[src/mau_pkg.sv]
// Shared types and codes for the modular arithmetic unit.
package mau_pkg;

	// operation codes carried in the input transaction
	localparam logic [2:0] OP_ADD = 3'd0;
	localparam logic [2:0] OP_SUB = 3'd1;
	localparam logic [2:0] OP_MUL = 3'd2;
	localparam logic [2:0] OP_DIV = 3'd3;
	localparam logic [2:0] OP_POW = 3'd4;
	localparam logic [2:0] OP_NEG = 3'd5;
	localparam logic [2:0] OP_INV = 3'd6;
	localparam logic [2:0] OP_RED = 3'd7;

	localparam logic [30:0] MODULUS_RESET = 31'd1000000007;

	// datapath micro-operations
	localparam logic [4:0] UOP_NONE      = 5'd0;
	localparam logic [4:0] UOP_LOAD      = 5'd1;
	localparam logic [4:0] UOP_DIV_A     = 5'd2;
	localparam logic [4:0] UOP_DIV_B     = 5'd3;
	localparam logic [4:0] UOP_SAVE_A    = 5'd4;
	localparam logic [4:0] UOP_SAVE_B    = 5'd5;
	localparam logic [4:0] UOP_ALU       = 5'd6;
	localparam logic [4:0] UOP_MUL_AB    = 5'd7;
	localparam logic [4:0] UOP_MUL_ACCB  = 5'd8;
	localparam logic [4:0] UOP_MUL_BB    = 5'd9;
	localparam logic [4:0] UOP_MUL_AACC  = 5'd10;
	localparam logic [4:0] UOP_DIV_PROD  = 5'd11;
	localparam logic [4:0] UOP_SAVE_ACC  = 5'd12;
	localparam logic [4:0] UOP_SAVE_BASE = 5'd13;
	localparam logic [4:0] UOP_POW_INIT  = 5'd14;
	localparam logic [4:0] UOP_SHIFT_K   = 5'd15;
	localparam logic [4:0] UOP_EUC_INITA = 5'd16;
	localparam logic [4:0] UOP_EUC_INITB = 5'd17;
	localparam logic [4:0] UOP_DIV_EUC   = 5'd18;
	localparam logic [4:0] UOP_EUC_MUL   = 5'd19;
	localparam logic [4:0] UOP_EUC_UPD   = 5'd20;
	localparam logic [4:0] UOP_DIV_EU    = 5'd21;
	localparam logic [4:0] UOP_DIV_RAW   = 5'd22;
	localparam logic [4:0] UOP_SAVE_SGN  = 5'd23;
	localparam logic [4:0] UOP_OUT       = 5'd24;

	typedef struct packed {
		logic [4:0] uop;
	} mau_cmd_t;

	typedef struct packed {
		logic       div_busy;
		logic       eb_zero;
		logic       k_zero;
		logic       k_lsb;
		logic       m_small;
		logic       out_busy;
		logic [2:0] op;
	} mau_status_t;

endpackage

[src/mau_ctrl.sv]
// Controller: sequences micro-operations for each operation.
module mau_ctrl (
	input  logic                 clk,
	input  logic                 arst_n,
	input  logic                 in_valid,
	output logic                 in_ready,
	input  mau_pkg::mau_status_t status,
	output mau_pkg::mau_cmd_t    cmd
);
	import mau_pkg::*;

	localparam logic [4:0] S_IDLE = 5'd0;
	localparam logic [4:0] S_CHK  = 5'd1;
	localparam logic [4:0] S_WA   = 5'd2;
	localparam logic [4:0] S_RB   = 5'd3;
	localparam logic [4:0] S_WB   = 5'd4;
	localparam logic [4:0] S_DISP = 5'd5;
	localparam logic [4:0] S_MR   = 5'd6;
	localparam logic [4:0] S_MW   = 5'd7;
	localparam logic [4:0] S_PLP  = 5'd8;
	localparam logic [4:0] S_PSQ  = 5'd9;
	localparam logic [4:0] S_PSH  = 5'd10;
	localparam logic [4:0] S_EDIV = 5'd11;
	localparam logic [4:0] S_EW   = 5'd12;
	localparam logic [4:0] S_EUP  = 5'd13;
	localparam logic [4:0] S_EUW  = 5'd14;
	localparam logic [4:0] S_DM   = 5'd15;
	localparam logic [4:0] S_RW   = 5'd16;
	localparam logic [4:0] S_OUT  = 5'd17;

	logic [4:0] state_q, state_d;
	logic [4:0] sav_q, sav_d;
	logic [4:0] nxt_q, nxt_d;

	// next state and command
	always_comb begin
		state_d = state_q;
		sav_d   = sav_q;
		nxt_d   = nxt_q;
		cmd.uop = UOP_NONE;
		unique case (state_q)
			S_IDLE: if (in_valid) begin
				cmd.uop = UOP_LOAD;
				state_d = S_CHK;
			end
			S_CHK: begin
				if (status.m_small) state_d = S_OUT;
				else begin
					cmd.uop = UOP_DIV_A;
					state_d = S_WA;
				end
			end
			S_WA: if (!status.div_busy) begin
				cmd.uop = UOP_SAVE_A;
				state_d = S_RB;
			end
			S_RB: begin
				cmd.uop = UOP_DIV_B;
				state_d = S_WB;
			end
			S_WB: if (!status.div_busy) begin
				cmd.uop = UOP_SAVE_B;
				state_d = S_DISP;
			end
			S_DISP: begin
				case (status.op)
					OP_MUL: begin
						cmd.uop = UOP_MUL_AB;
						sav_d   = UOP_SAVE_ACC;
						nxt_d   = S_OUT;
						state_d = S_MR;
					end
					OP_DIV: begin
						cmd.uop = UOP_EUC_INITB;
						state_d = S_EDIV;
					end
					OP_INV: begin
						cmd.uop = UOP_EUC_INITA;
						state_d = S_EDIV;
					end
					OP_POW: begin
						cmd.uop = UOP_POW_INIT;
						state_d = S_PLP;
					end
					OP_RED: begin
						cmd.uop = UOP_DIV_RAW;
						state_d = S_RW;
					end
					default: begin
						cmd.uop = UOP_ALU;
						state_d = S_OUT;
					end
				endcase
			end
			// shared product reduction
			S_MR: begin
				cmd.uop = UOP_DIV_PROD;
				state_d = S_MW;
			end
			S_MW: if (!status.div_busy) begin
				cmd.uop = sav_q;
				state_d = nxt_q;
			end
			// square-and-multiply
			S_PLP: begin
				if (status.k_zero) state_d = S_OUT;
				else if (status.k_lsb) begin
					cmd.uop = UOP_MUL_ACCB;
					sav_d   = UOP_SAVE_ACC;
					nxt_d   = S_PSQ;
					state_d = S_MR;
				end else state_d = S_PSQ;
			end
			S_PSQ: begin
				cmd.uop = UOP_MUL_BB;
				sav_d   = UOP_SAVE_BASE;
				nxt_d   = S_PSH;
				state_d = S_MR;
			end
			S_PSH: begin
				cmd.uop = UOP_SHIFT_K;
				state_d = S_PLP;
			end
			// extended Euclid
			S_EDIV: begin
				if (status.eb_zero) begin
					cmd.uop = UOP_DIV_EU;
					state_d = S_EUW;
				end else begin
					cmd.uop = UOP_DIV_EUC;
					state_d = S_EW;
				end
			end
			S_EW: if (!status.div_busy) begin
				cmd.uop = UOP_EUC_MUL;
				state_d = S_EUP;
			end
			S_EUP: begin
				cmd.uop = UOP_EUC_UPD;
				state_d = S_EDIV;
			end
			S_EUW: if (!status.div_busy) begin
				cmd.uop = UOP_SAVE_SGN;
				state_d = (status.op == OP_DIV) ? S_DM : S_OUT;
			end
			S_DM: begin
				cmd.uop = UOP_MUL_AACC;
				sav_d   = UOP_SAVE_ACC;
				nxt_d   = S_OUT;
				state_d = S_MR;
			end
			S_RW: if (!status.div_busy) begin
				cmd.uop = UOP_SAVE_SGN;
				state_d = S_OUT;
			end
			S_OUT: if (!status.out_busy) begin
				cmd.uop = UOP_OUT;
				state_d = S_IDLE;
			end
			default: state_d = S_IDLE;
		endcase
	end

	// state registers
	always_ff @(posedge clk or negedge arst_n) begin
		if (!arst_n) begin
			state_q <= S_IDLE;
			sav_q   <= UOP_NONE;
			nxt_q   <= S_IDLE;
		end else begin
			state_q <= state_d;
			sav_q   <= sav_d;
			nxt_q   <= nxt_d;
		end
	end

	assign in_ready = (state_q == S_IDLE);
endmodule

[config.mk]
export PLATFORM = sky130hd
export DESIGN_NAME = mau_ctrl
export DESIGN_NICKNAME = d
export VERILOG_FILES = /design/src/mau_pkg.sv /design/src/mau_ctrl.sv
export SDC_FILE = /design/constraint.sdc
export NUM_CORES = 1
export LEC_CHECK = 0
export ABC_AREA = 0
export BUFFER_PORTS_ARGS = -buffer_cell sky130_fd_sc_hd__buf_2
export CAP_MARGIN = 20
export CORE_UTILIZATION = 64
export CTS_BUF_LIST = sky130_fd_sc_hd__clkbuf_2 sky130_fd_sc_hd__clkbuf_4 sky130_fd_sc_hd__clkbuf_8
export CTS_CLUSTER_SIZE = 30
export DETAILED_ROUTE_END_ITERATION = 10
export PLACE_DENSITY = 0.93
export SLEW_MARGIN = 25
export SYNTH_ARGS = -nofsm -noshare
export SYNTH_HDL_FRONTEND = slang
export SYNTH_SLANG_ARGS = --single-unit
export TNS_END_PERCENT = 5
[constraint.sdc]
create_clock -name clk -period 5.32 [get_ports clk]
set_input_delay 1.064 -clock clk [delete_from_list [all_inputs] [get_ports clk]]
set_output_delay 1.064 -clock clk [all_outputs]
set_load 0.005 [all_outputs]
# Word level (Yosys, flattened, before mapping)
# Index checks and enable logic that the tools add are counted.
# totals
reg_bits	15
inputBits	12
elab_cells	79
# classes
eq_ne	33
n_mux	36
n_reduce_logical	7
# op_table
operator	count
$pmux W5 S17	2
$mux W5	21
$pmux W5 S4	3
$eq A5 B4 Y1 const B	8
$pmux W5 S5	1
$ne A2 B2 Y1 const B	11
$eq A5 B3 Y1 const B	4
$mux W4	3
$eq A5 B2 Y1 const B	2
$eq A5 B5 Y1 const B	2
$eq A3 B3 Y1 const B	3
$mux W3	3
$reduce_and A8 Y1	1
$eq A3 B2 Y1 const B	2
$reduce_or A2 Y1	3
$eq A5 B1 Y1 const B	1
$logic_not A5 Y1	1
$mux W2	2
$reduce_and A4 Y1	1
$reduce_bool A4 Y1	1
$mux W1	1

# Longest topological paths before layout
# logic_depth
word_depth	4
ltp_mapped	7

# Worst setup path before layout
# OpenSTA, ideal clock, no wires.
# synth_timing
path_type	input -> output
start	in status[1] in the netlist's numbering
end	out cmd[2] in the netlist's numbering
arrival_time_ps	1872
slack_ps	2384
stages	6
cell_sequence	clkbuf_1 > nand3b_1 > nand2_1 > nand2_1 > a21oi_1 > o2111ai_1
# synth_rtl
element	line	source
start, declared	mau_ctrl.sv:7	input mau_pkg::mau_status_t status,
end, declared	mau_ctrl.sv:8	output mau_pkg::mau_cmd_t cmd

==> results.py <==
metrics = {
    "outcome": {
        "status": "completed",
    },
    "global_route": {
        "grt_pass1_wl_um": 5340,
        "gr-total-overflow": 0,
        "grt_usage": 0.3549,
        "grt_pass1_vias": 1180,
        "antenna_found_initial": 0,
        "grt_max_degree": 32,
    },
    "synthesis": {
        "synthDistinctLibCells": 53,
        "synthMostInstantiatedCell": "nand2_1",
        "syn_area_um2": 1284,
        "syn_nets": 185,
        "synth_top_cells_by_area": "dfrtp_1 19%, nor2b_1 5.8%, nand2_1 4.4%, a21oi_1 3.5%, nand2b_1 2.9%",
        "syn_avg_cell_area_um2": 7.420,
        "synth_common_cells": "15 x nand2_1, 12 x nor2b_1, 10 x dfrtp_1, 10 x nor2_1, 9 x a21oi_1",
        "synth-xor-area-share": 0.02729,
        "yosysTopAreaCell": "dfrtp_1",
        "synth_fa_ha_area_frac": 0,
        "synthSimpleGateAreaFrac": 0.3733,
        "ys_seq_elements": 10,
        "async_flop_share": 1.000,
        "synth.top_cell.area_share": 0.1949,
        "synth.mux.area_fraction": 0.04191,
        "yosys_warnings": 0,
        "synth_compound_area_frac": 0.2856,
        "synth_edf_count": 0,
        "syn_inst": 173,
        "seq_area_frac_synth": 0.1949,
        "synth_top_family_by_area": "simple AND/OR/NAND/NOR gates",
        "ys.flop_type": "dfrtp_1",
    },
    "floorplan": {
        "core_um2": 1802,
        "rows": 15,
        "initial_core_util": 0.7125,
        "die_x_um": 46.79,
        "dieArea_um2": 2189,
        "ios": 18,
        "fp.dieH_um": 46.79,
    },
    "clocking": {
        "cts_sinks": 10,
        "cts_hold_buf": 0,
        "cts-root-buf": "clkbuf_4",
        "cts_tree": "done",
        "cts_resized": 0,
        "clkTransAtPathRegs_ns": 0.07,
        "max-clock-path-buffers": 2,
        "htreeDepth": 1,
        "cts_buffers": 3,
        "insertion_delay_ns": 0.28,
        "cts_setup_buffers": 0,
    },
    "critical_path": {
        "crit_slowest_cell": "dfrtp_1",
        "worstSetupPathType": "reg -> out",
        "rrSetupSlack_ns": 2.91,
        "r2r_start": "state_q[0]$_DFFE_PN0P_",
        "critPathLaunch": "state_q[0]$_DFFE_PN0P_",
        "critPathLaunchType": "flip-flop",
        "ff2ff_path_depth": 5,
        "path_buf_inv": 1,
        "rr_endpoint": "state_q[1]$_DFFE_PN0P_",
        "critical_path.endpoint_type": "output pin",
        "critPathCapture": "cmd[0]",
        "cp_cell_sequence": "or3b_1 > nor2_2 > nand2_1 > o221a_1 > o21ai_1 > buf_2",
        "path_delay_family": "flip-flops",
        "cp.required_ns": 4.26,
        "critPathMaxStageDelay_ns": 0.87,
        "cp_data_arrival_time_ns": 2.40,
        "critPathMaxFanout": 26,
        "cp.depth": 6,
    },
    "drt": {
        "antenna_left": 0,
        "drt-initial-drc-count": 138,
        "firstDrtPassIters": 5,
        "dr_total_vias": 1447,
        "drt-total-wl_um": 3624,
        "avgViaCountPerCell": 7.059,
        "wl_per_cell_um": 17.68,
        "drc": 0,
    },
    "power": {
        "p_leak_nw": 0.5501,
        "ir_drop_mv": 0.4148,
        "p_per_area_nw_per_um2": 454.1,
    },
    "place": {
        "dp_hpwl_um": 2558,
        "io_buffers": 17,
        "pre_cts_ws_ns": 2.220,
        "gp_congestion": 0.9534,
        "place_inst": 201,
    },
    "final_layout": {
        "drive_above_1_share": 0.1444,
        "fin_util": 0.7549,
        "final_cells": 205,
        "area_growth_pct": 5.945,
        "finalNetCount": 193,
        "antenna_cells": 0,
    },
    "run": {
        "maxCapViolations": 0,
    },
    "timing": {
        "finalHoldViolations": 0,
        "max_slew.worst_pin.slew_ns": 0.8996,
        "max_freq_mhz": 289.0,
        "timing.final.max_slew_violations": 0,
        "maxSlewHeadroom": 0.4003,
        "finalCritPeriodShare": 0.6503,
        "setup_viol": 0,
        "worst_slack_ns": 1.860,
        "tns_ns": 0,
        "fin_skew_ns": 0.007100,
        "finalCriticalPeriod_ns": 3.460,
        "rsz0062_at_grt": "false",
    },
    "hold_path": {
        "min_from": "sav_q[2]$_DFFE_PN0P_",
        "hold_path.class": "reg -> reg",
    },
}
[metrics by stage]
| stage | area (µm²) | power [W] | hold slack, ns |
|---|---|---|---|
| 5_1_grt | 1360 | 0.0006570 | 0.4894 |
| 4_1_cts | 1360 | 0.0006047 | 0.4759 |
| 2_1_floorplan | 1284 | 0.0004504 | 0.4248 |
| 6_report | 1360 | 0.0006177 | 0.4706 |
| 3_5_place_dp | 1324 | 0.0005315 | 0.4591 |
| 3_3_place_gp | 1324 | 0.0005146 | 0.4579 |
[layout make-up]
cell class                      count  area [µm²]
Clock buffer                        4       36.28
Timing Repair Buffer               17       85.08
Inverter                            6       22.52
Multi-Input combinational cell    143       934.6
Fill cell                         155       441.7
Tap cell                           25       31.28
Sequential cell                    10       250.2
[cells by family (layout without fill, tap and decap cells)]
logic type	Yosys count	in the layout
mux	5	5
compound gates	53	53
buf+inv	20	27
xor+xnor	4	4
flops	10	10
simple gates	81	81
[cells in the final DEF, fill, tap and decap left out, types with 2 or more instances in the layout]
cell / count
o31ai_1: 2
nor4b_1: 3
nand3_1: 4
mux2i_1: 2
nand2b_1: 6
o211ai_1: 5
inv_1: 6
or3b_1: 2
and2_1: 2
a32oi_1: 4
a311oi_1: 2
o21ai_1: 3
and3_1: 2
buf_2: 17
dfrtp_1: 10
mux2_1: 2
nor3_1: 2
nand3b_1: 4
nor2_1: 10
nor3b_1: 5
nand4_1: 3
xnor2_1: 4
o21ai_0: 6
a31oi_1: 5
o22ai_1: 2
nand4b_1: 2
a21o_1: 4
nor2b_1: 12
clkbuf_4: 3
a21oi_1: 9
or2_1: 2
nand2_1: 15
[state kept, by name, indices dropped and copies added (netlist names)]
register,flops
nxt_q,3
sav_q,2
state_q,5
[report_power, final]
part | switching [W] | internal (W)
combinational | 0.000181 | 0.000168
clock | 0.0000297 | 0.0000417
sequential | 0.0000978 | 0.000100
[metal layers]
| layer | global-route usage | share of wire | wire length [µm] | vias up |
|---|---|---|---|---|
| met5 | 0 | 0 | 0 | - |
| met2 | 0.5361 | 0.45 | 1616 | 108 |
| met3 | 0.08846 | 0.13 | 458 | 19 |
| met4 | 0.1429 | 0.036 | 129 | 0 |
| met1 | 0.4869 | 0.39 | 1420 | 659 |
| li1 | - | - | - | 661 |
[worst min path at each step]
stage                      endpoint  slack, ns  depth (start not counted)
3_5_place_dp   sav_q[2]$_DFFE_PN0P_       0.46                          1
5_1_grt        sav_q[2]$_DFFE_PN0P_       0.49                          1
3_3_place_gp   sav_q[2]$_DFFE_PN0P_       0.46                          1
4_1_cts        sav_q[2]$_DFFE_PN0P_       0.48                          1
6_report       sav_q[2]$_DFFE_PN0P_       0.47                          1
2_1_floorplan  sav_q[2]$_DFFE_PN0P_       0.42                          1
(Power assumes the default switching activity.)
